[src/hw/rtl/snf_pkg.sv]
// ----------------------------------------------------------------------------
// Shelf next-fit placer package
// Widths, status codes, register indexes and the item/result bundles shared
// by the placer modules.
// ----------------------------------------------------------------------------
package snf_pkg;

   localparam int DIM_W     = 16;   // box and rectangle sides
   localparam int POS_W     = 17;   // cursor and shelf base
   localparam int AREA_W    = 32;   // full 16x16 product
   localparam int CSR_IDX_W = 8;    // configuration register index

   // Configuration register indexes
   localparam logic [CSR_IDX_W-1:0] CSR_BIN_WIDTH  = CSR_IDX_W'(0);
   localparam logic [CSR_IDX_W-1:0] CSR_BIN_HEIGHT = CSR_IDX_W'(1);

   // Placement status codes
   typedef enum logic [1:0] {
      ST_PLACED    = 2'd0,
      ST_NO_FIT    = 2'd1,
      ST_BOX_FULL  = 2'd2,
      ST_TOO_LARGE = 2'd3
   } status_type;

   // One rectangle after the input register, with its area precomputed
   typedef struct packed {
      logic [DIM_W-1:0]  rect_width;
      logic [DIM_W-1:0]  rect_height;
      logic [AREA_W-1:0] rect_area;
   } item_type;

   // One placement result
   typedef struct packed {
      status_type        status;
      logic              rotated;
      logic [POS_W-1:0]  cursor_x;
      logic [POS_W-1:0]  cursor_y;
   } result_type;

   // Box geometry handed from the register block to the placement core
   typedef struct packed {
      logic [DIM_W-1:0]  bin_width;
      logic [DIM_W-1:0]  bin_height;
      logic [AREA_W-1:0] box_area;
   } box_type;

endpackage

[src/hw/rtl/snf_csr.sv]
// ----------------------------------------------------------------------------
// Shelf next-fit configuration registers
// Holds the box width and height and keeps their product registered for the
// area check.
// ----------------------------------------------------------------------------
module snf_csr
   import snf_pkg::*;
(
   input  logic                 clock,
   input  logic                 reset,
   input  logic                 csr_valid,
   output logic                 csr_ready,
   input  logic [CSR_IDX_W-1:0] csr_index,
   input  logic [DIM_W-1:0]     csr_wdata,
   output box_type              box
);

   logic [DIM_W-1:0]  bin_width_ff;
   logic [DIM_W-1:0]  bin_height_ff;
   logic [DIM_W-1:0]  bin_width_in;
   logic [DIM_W-1:0]  bin_height_in;
   logic [AREA_W-1:0] box_area_ff;
   logic [AREA_W-1:0] box_area_in;

   // Writes always taken
   assign csr_ready = 1'b1;

   // Next register values; unknown indexes are dropped
   always_comb begin
      bin_width_in  = bin_width_ff;
      bin_height_in = bin_height_ff;
      if (csr_valid) begin
         case (csr_index)
            CSR_BIN_WIDTH:  bin_width_in  = csr_wdata;
            CSR_BIN_HEIGHT: bin_height_in = csr_wdata;
            default: ;
         endcase
      end
   end

   // Box area taken from the new sizes, so it changes on the same edge as they do
   assign box_area_in = {{(AREA_W-DIM_W){1'b0}}, bin_width_in}
                      * {{(AREA_W-DIM_W){1'b0}}, bin_height_in};

   always_ff @(posedge clock) begin
      if (reset) begin
         bin_width_ff  <= '0;
         bin_height_ff <= '0;
         box_area_ff   <= '0;
      end else begin
         bin_width_ff  <= bin_width_in;
         bin_height_ff <= bin_height_in;
         box_area_ff   <= box_area_in;
      end
   end

   assign box.bin_width  = bin_width_ff;
   assign box.bin_height = bin_height_ff;
   assign box.box_area   = box_area_ff;

endmodule

[src/hw/rtl/snf_shelf_core.sv]
// ----------------------------------------------------------------------------
// Shelf next-fit placement core
// Holds the cursor, shelf base and shelf height, works out the placement of
// one item combinationally and commits the new shelf state on a step.
// ----------------------------------------------------------------------------
module snf_shelf_core
   import snf_pkg::*;
(
   input  logic       clock,
   input  logic       reset,
   input  logic       step,
   input  item_type   item,
   input  box_type    box,
   output result_type result
);

   logic [POS_W-1:0] cursor_x_ff, cursor_x_in;
   logic [POS_W-1:0] base_y_ff, base_y_in;
   logic [DIM_W-1:0] shelf_h_ff, shelf_h_in;

   logic [POS_W:0]   x_plus_w;
   logic [POS_W:0]   base_plus_sh;
   logic             too_large;
   logic             box_full;
   logic             advance;
   logic [POS_W-1:0] x1;
   logic [POS_W-1:0] y1;
   logic [DIM_W-1:0] sh1;
   logic [POS_W:0]   y1_plus_h;
   logic [POS_W:0]   y1_plus_hi;
   logic [POS_W:0]   x1_plus_hi;
   logic [POS_W:0]   x1_plus_lo;
   logic [POS_W:0]   x1_plus_w;
   logic [DIM_W-1:0] lo;
   logic [DIM_W-1:0] hi;
   logic             turn;
   logic             fits_h;
   logic             upright_ok;

   // Shelf advance test and the state after a possible advance
   assign x_plus_w     = {1'b0, cursor_x_ff} + {2'b0, item.rect_width};
   assign base_plus_sh = {1'b0, base_y_ff} + {2'b0, shelf_h_ff};
   assign advance      = x_plus_w > {2'b0, box.bin_width};
   assign x1  = advance ? '0 : cursor_x_ff;
   assign y1  = advance ? base_plus_sh[POS_W-1:0] : base_y_ff;
   assign sh1 = advance ? '0 : shelf_h_ff;

   // Early outs
   assign too_large = item.rect_area > box.box_area;
   assign box_full  = base_y_ff >= {1'b0, box.bin_height};

   // Long and short side of the rectangle
   assign turn = item.rect_height < item.rect_width;
   assign lo   = turn ? item.rect_height : item.rect_width;
   assign hi   = turn ? item.rect_width  : item.rect_height;

   assign y1_plus_h  = {1'b0, y1} + {2'b0, item.rect_height};
   assign y1_plus_hi = {1'b0, y1} + {2'b0, hi};
   assign x1_plus_hi = {1'b0, x1} + {2'b0, hi};
   assign x1_plus_lo = {1'b0, x1} + {2'b0, lo};
   assign x1_plus_w  = {1'b0, x1} + {2'b0, item.rect_width};
   assign fits_h     = y1_plus_h <= {2'b0, box.bin_height};
   assign upright_ok = (y1_plus_hi <= {2'b0, box.bin_height})
                    && (x1_plus_hi <= {2'b0, box.bin_width});

   // Placement decision and next shelf state
   always_comb begin
      cursor_x_in    = cursor_x_ff;
      base_y_in      = base_y_ff;
      shelf_h_in     = shelf_h_ff;
      result.status  = ST_PLACED;
      result.rotated = 1'b0;
      if (too_large) begin
         result.status = ST_TOO_LARGE;
      end else if (box_full) begin
         result.status = ST_BOX_FULL;
      end else if (!fits_h) begin
         // shelf advance is kept even though the item fails
         result.status = ST_NO_FIT;
         cursor_x_in   = x1;
         base_y_in     = y1;
         shelf_h_in    = sh1;
      end else begin
         base_y_in = y1;
         if (sh1 == '0) begin
            // first on the shelf: short side sets the shelf height
            shelf_h_in     = lo;
            cursor_x_in    = x1_plus_hi[POS_W-1:0];
            result.rotated = turn;
         end else if (upright_ok) begin
            shelf_h_in     = (sh1 > hi) ? sh1 : hi;
            cursor_x_in    = x1_plus_lo[POS_W-1:0];
            result.rotated = turn;
         end else begin
            shelf_h_in  = (sh1 > item.rect_height) ? sh1 : item.rect_height;
            cursor_x_in = x1_plus_w[POS_W-1:0];
         end
      end
      result.cursor_x = cursor_x_in;
      result.cursor_y = base_y_in;
   end

   // Shelf state
   always_ff @(posedge clock) begin
      if (reset) begin
         cursor_x_ff <= '0;
         base_y_ff   <= '0;
         shelf_h_ff  <= '0;
      end else if (step) begin
         cursor_x_ff <= cursor_x_in;
         base_y_ff   <= base_y_in;
         shelf_h_ff  <= shelf_h_in;
      end
   end

endmodule

[src/hw/rtl/shelf_next_fit_placer.sv]
// ----------------------------------------------------------------------------
// Shelf next-fit placer
// Places rectangles left to right on shelves inside a configured box and
// reports status, turn and the cursor after each item.
// ----------------------------------------------------------------------------
// Pipeline: input register holding the rectangle area, placement logic, then
// the result register. Throughput: 1 item per cycle unless rsp_ready stalls
// the result; shelf state is fed back to the placement of the next item.
// Reset: synchronous, clears shelf state, box size and both pipeline valids.
// ----------------------------------------------------------------------------
module shelf_next_fit_placer
   import snf_pkg::*;
(
   input  logic                 clock,
   input  logic                 reset,
   // configuration
   input  logic                 csr_valid,
   output logic                 csr_ready,
   input  logic [CSR_IDX_W-1:0] csr_index,
   input  logic [DIM_W-1:0]     csr_wdata,
   // rectangle items
   input  logic                 req_valid,
   output logic                 req_ready,
   input  logic [DIM_W-1:0]     req_rect_width,
   input  logic [DIM_W-1:0]     req_rect_height,
   // results
   output logic                 rsp_valid,
   input  logic                 rsp_ready,
   output logic [1:0]           rsp_status,
   output logic                 rsp_rotated,
   output logic [POS_W-1:0]     rsp_cursor_x,
   output logic [POS_W-1:0]     rsp_cursor_y
);

   box_type    box;
   item_type   item_ff, item_in;
   logic       item_valid_ff;
   result_type result_in, result_ff;
   logic       rsp_valid_ff;
   logic       out_free;
   logic       step;
   logic       req_take;

   // Configuration registers
   snf_csr u_csr (
      .clock     (clock),
      .reset     (reset),
      .csr_valid (csr_valid),
      .csr_ready (csr_ready),
      .csr_index (csr_index),
      .csr_wdata (csr_wdata),
      .box       (box)
   );

   // Pipeline flow
   assign out_free  = !rsp_valid_ff || rsp_ready;
   assign step      = item_valid_ff && out_free;
   assign req_ready = !item_valid_ff || out_free;
   assign req_take  = req_valid && req_ready;

   // Input register with rectangle area
   assign item_in.rect_width  = req_rect_width;
   assign item_in.rect_height = req_rect_height;
   assign item_in.rect_area   = {{(AREA_W-DIM_W){1'b0}}, req_rect_width}
                              * {{(AREA_W-DIM_W){1'b0}}, req_rect_height};

   always_ff @(posedge clock) begin
      if (reset) begin
         item_valid_ff <= 1'b0;
      end else if (req_ready) begin
         item_valid_ff <= req_valid;
      end
   end

   always_ff @(posedge clock) begin
      if (req_take) begin
         item_ff <= item_in;
      end
   end

   // Placement and shelf state
   snf_shelf_core u_core (
      .clock  (clock),
      .reset  (reset),
      .step   (step),
      .item   (item_ff),
      .box    (box),
      .result (result_in)
   );

   // Result register
   always_ff @(posedge clock) begin
      if (reset) begin
         rsp_valid_ff <= 1'b0;
      end else if (out_free) begin
         rsp_valid_ff <= item_valid_ff;
      end
   end

   always_ff @(posedge clock) begin
      if (step) begin
         result_ff <= result_in;
      end
   end

   assign rsp_valid    = rsp_valid_ff;
   assign rsp_status   = result_ff.status;
   assign rsp_rotated  = result_ff.rotated;
   assign rsp_cursor_x = result_ff.cursor_x;
   assign rsp_cursor_y = result_ff.cursor_y;

endmodule
[config.mk]
export PLATFORM = sky130hd
export DESIGN_NAME = shelf_next_fit_placer
export DESIGN_NICKNAME = d
export VERILOG_FILES = /design/src/hw/rtl/snf_pkg.sv /design/src/hw/rtl/snf_csr.sv /design/src/hw/rtl/snf_shelf_core.sv /design/src/hw/rtl/shelf_next_fit_placer.sv
export SDC_FILE = /design/constraint.sdc
export NUM_CORES = 2
export LEC_CHECK = 0
export ABC_AREA = 1
export BUFFER_PORTS_ARGS = -buffer_cell sky130_fd_sc_hd__buf_2
export CAP_MARGIN = 20
export CORE_UTILIZATION = 60
export DETAILED_ROUTE_END_ITERATION = 6
export GPL_ROUTABILITY_DRIVEN = 0
export GPL_TIMING_DRIVEN = 0
export PLACE_DENSITY = 0.78
export SYNTH_ARGS = -nofsm -noshare
export SYNTH_HDL_FRONTEND = slang
export SYNTH_SLANG_ARGS = --single-unit
[constraint.sdc]
create_clock -name clock -period 10.6 [get_ports clock]
set_clock_uncertainty 0.2 [all_clocks]
set_input_delay 1.59 -clock clock [delete_from_list [all_inputs] [get_ports clock]]
set_output_delay 1.59 -clock clock [all_outputs]
set_load 0.05 [all_outputs]
==> flow_metrics.env <==
export IMPL_slowest_stage="o21ai_0"
export IMPL_htreeDepth=1
export IMPL_worstReg2RegEnd="rsp_cursor_x[7]"
export IMPL_p_per_area_nw_per_um2=162
export IMPL_setup_viol=0
export IMPL_drt_first_pass_iters=7
export IMPL_hold_start="u_core.cursor_x_ff[7]"
export IMPL_yosysSeqAreaShare_pct=15.9
export IMPL_period_minus_slack_ps=10340
export IMPL_cp_arrival_ps=10350
export IMPL_nets=5483
export IMPL_swShare_pct=46.6
export IMPL_dr_first_iter_drc_count=3133
export IMPL_grt_use_total_pct=35.7
export IMPL_cts_tree="yes"
export IMPL_insertion_delay_ps=580
export IMPL_ys_flop_type="dfxtp_1"
export IMPL_pin_count=101
export IMPL_critical_path_class="flop to flop"
export IMPL_max_cap_violations=0
export IMPL_dpl_instance_area_um2=35200
export IMPL_max_freq_ghz=0.0967
export IMPL_timing_slew_headroom_pct=12.4
export IMPL_power_share_clock_pct=16.5
export IMPL_r2r_cells=60
export IMPL_die_w_um=239
export IMPL_synth_cell_types=58
export IMPL_ant_nets=0
export IMPL_ir_worst_vdd_mv=0.385
export IMPL_clkSlewWorstSetupHoldPaths_ps=70
export IMPL_ys_async_sr_fraction_pct=0
export IMPL_combPwrFrac_pct=63.7
export IMPL_post_route_drc_count=9
export IMPL_yosys_warnings=0
export IMPL_synth_area_per_cell_um2=7.64
export IMPL_finalHoldViolCount=0
export IMPL_num_rows=86
export IMPL_synth_edf_count=101
export IMPL_dpl_cell_count=5261
export IMPL_hpwl_mm=83.4
export IMPL_syn_to_final_growth_pct=8.23
export IMPL_grt_pass1_wl_mm=156
export IMPL_synth_top_area_share_pct=23.4
export IMPL_failed_checks="DRC"
export IMPL_grt_overflow=0
export IMPL_diodes=0
export IMPL_worstSetupEndpointType="flop"
export IMPL_die_h_um=239
export IMPL_yosys_register_bits=217
export IMPL_antenna_found_initial=3
export IMPL_start_util_pct=60.9
export IMPL_cts_sinks=217
export IMPL_syn_num_nets=5330
export IMPL_p_leak_nw=18.8
export IMPL_num_vias=30300
export IMPL_stdcell_count=5335
export IMPL_path_max_fanout=19
export IMPL_die_area_um2=57100
export IMPL_drive_above_1_share_pct=5.78
export IMPL_core_um2=55300
export IMPL_slew_viol_final=0
export IMPL_vias_per_cell=5.68
export IMPL_power_switching_w=0.00276
export IMPL_fin_crit_sh_pct=97.5
export IMPL_worst_pin_slew_ps=1300
export IMPL_total_power_w=0.00592
export IMPL_cp_slowest_stage_delay_ps=670
export IMPL_setup_ws_ps=262
export IMPL_whs_path_depth=2
export IMPL_wl_per_cell_um=18.9
export IMPL_reg2reg_from="item_ff[50]"
export IMPL_portBuffers=98
export IMPL_grt_pass1_vias=29200
export IMPL_grt_max_degree=49
export IMPL_hold_path_class="flop to flop"
export IMPL_holdWs_ps=289
export IMPL_finalInstanceArea_um2=36500
export IMPL_status="complete, but fails checks"
export IMPL_syn_area_um2=33700
export IMPL_dp_slack_ps=-1290
export IMPL_synthTopCellsByArea="fa_1, ha_1, nand2_1, inv_1, edfxtp_1"
export IMPL_min_to="u_core.cursor_x_ff[7]"
export IMPL_cts_buffers=26
export IMPL_path_common_cell="nand2_1"
export IMPL_required_ps=10610
export IMPL_power_internal_w=0.00316
export IMPL_cts_root_buf="clkbuf_16"
export IMPL_syn_inst=4414
export IMPL_wl_mm=101
export IMPL_seqPwrFrac_pct=19.8
export IMPL_fillCellCount=4781
export IMPL_synth_top_area_cell="fa_1"
export IMPL_clockBufferDepth=3
export IMPL_start_kind="flop"
export IMPL_layout_commonest_cell="nand2_1"
export IMPL_layout_common_cells="nand2_1, inv_1, ha_1"
export IMPL_reg2reg_slack_ps=260
[worst max path at each step]
stage	start	to	cells past startpoint
2_1_floorplan	item_ff[52]	rsp_cursor_x[14]	63
3_3_place_gp	item_ff[50]	rsp_cursor_x[14]	64
3_5_place_dp	item_ff[50]	rsp_cursor_x[14]	62
4_1_cts	item_ff[51]	rsp_cursor_x[14]	62
5_1_grt	item_ff[50]	rsp_cursor_x[7]	65
6_report	item_ff[50]	rsp_cursor_x[7]	60
[cell usage after synthesis, types with 3 or more instances]
master	n
nand2_1	999
inv_1	927
ha_1	461
fa_1	394
a21oi_1	297
nor2_1	264
o21ai_0	213
clkbuf_1	141
dfxtp_1	116
edfxtp_1	101
nand3_1	90
xor2_1	69
o21ai_1	45
xnor2_1	32
o211ai_1	29
nand4_1	26
nor3_1	25
nand2_2	16
o21a_1	16
o21bai_1	15
a211oi_1	14
a31oi_1	11
a21o_1	10
buf_1	10
inv_2	7
nor2_2	7
a22oi_1	6
clkinv_1	6
nand2_4	6
nand3_2	6
o221ai_1	6
or2_2	6
a21oi_2	4
buf_2	4
nor4_1	4
a221oi_1	3
[power by group through the flow]
stage	clock (W)	sequential, W	combinational, W
global placement	0	0.00119	0.00357
global route	0.00101	0.00118	0.00419
CTS	0.000976	0.00117	0.00370
finish	0.000976	0.00117	0.00377
detailed placement	0	0.00119	0.00366
floorplan	0	0.00119	0.00260
[critical path, delay by kind of cell, from the launching register on]
family                   cells  cell delay, ps
buffers and inverters        6             770
AO/OA/AOI/OAI               18            3450
XOR/XNOR                     3             580
flip-flops                   1             570
AND/OR/NAND/NOR             28            2730
adder cells (fa/ha/maj)      5            1630
[per-layer routing]
layer | share of wire [%] | wire length, um | vias to the layer above | track usage, %
met4 | 7.0 | 7070 | 4 | 21.7
met1 | 37 | 37500 | 14100 | 45.2
met5 | 0.026 | 26 | - | 0
met2 | 44 | 43900 | 1691 | 55.4
li1 | - | - | 14100 | -
met3 | 12 | 12300 | 408 | 8.13
[kinds of logic after synthesis]
family | share of synthesized area [%]
xor gates and xnor gates | 2.62
adders and majority gates | 40.5
DFF | 15.9
buffers and inverters | 12.3
AOI/OAI and AO/OA | 11.1
and+or+nand+nor | 17.6
other | 0.0111
[cell type report]
class	instances	area, um2	area share (%)
buffer	156	629	1.73
clock buffer	29	672	1.84
clock inverter	19	251	0.689
inverter	940	3540	9.71
multi-input combinational	3100	24400	66.8
sequential	217	5360	14.7
tap	748	936	2.57
timing repair buffer	126	721	1.98
[flip-flops by register name, summed over array words and instances (netlist names), 2 cells and up]
name	cells
u_core.base_y_ff	17
u_core.shelf_h_ff	16
item_ff	64
u_core.cursor_x_ff	17
u_csr.box_area_ff	32
rsp_status	2
rsp_cursor_x	17
u_csr.bin_width_ff	16
rsp_cursor_y	17
u_csr.bin_height_ff	16
[per-stage QoR]
stage | setup TNS (ps) | utilization (%)
after floorplan | 0 | -
after global placement | -25310 | 63.5
after detailed placement | -31810 | 63.6
after CTS | 0 | 65.4
after global routing | -70.2 | 66.0
final | 0 | 66.0
[what timing repair did]
item	4_1_cts	5_1_grt
hold buffers	0	0
pin swaps	1	8
gates resized for setup	23	34
cloned	0	0
setup buffers	5	17
endpoints found under the setup margin	34	31
Power figures use the tool's default switching activity.
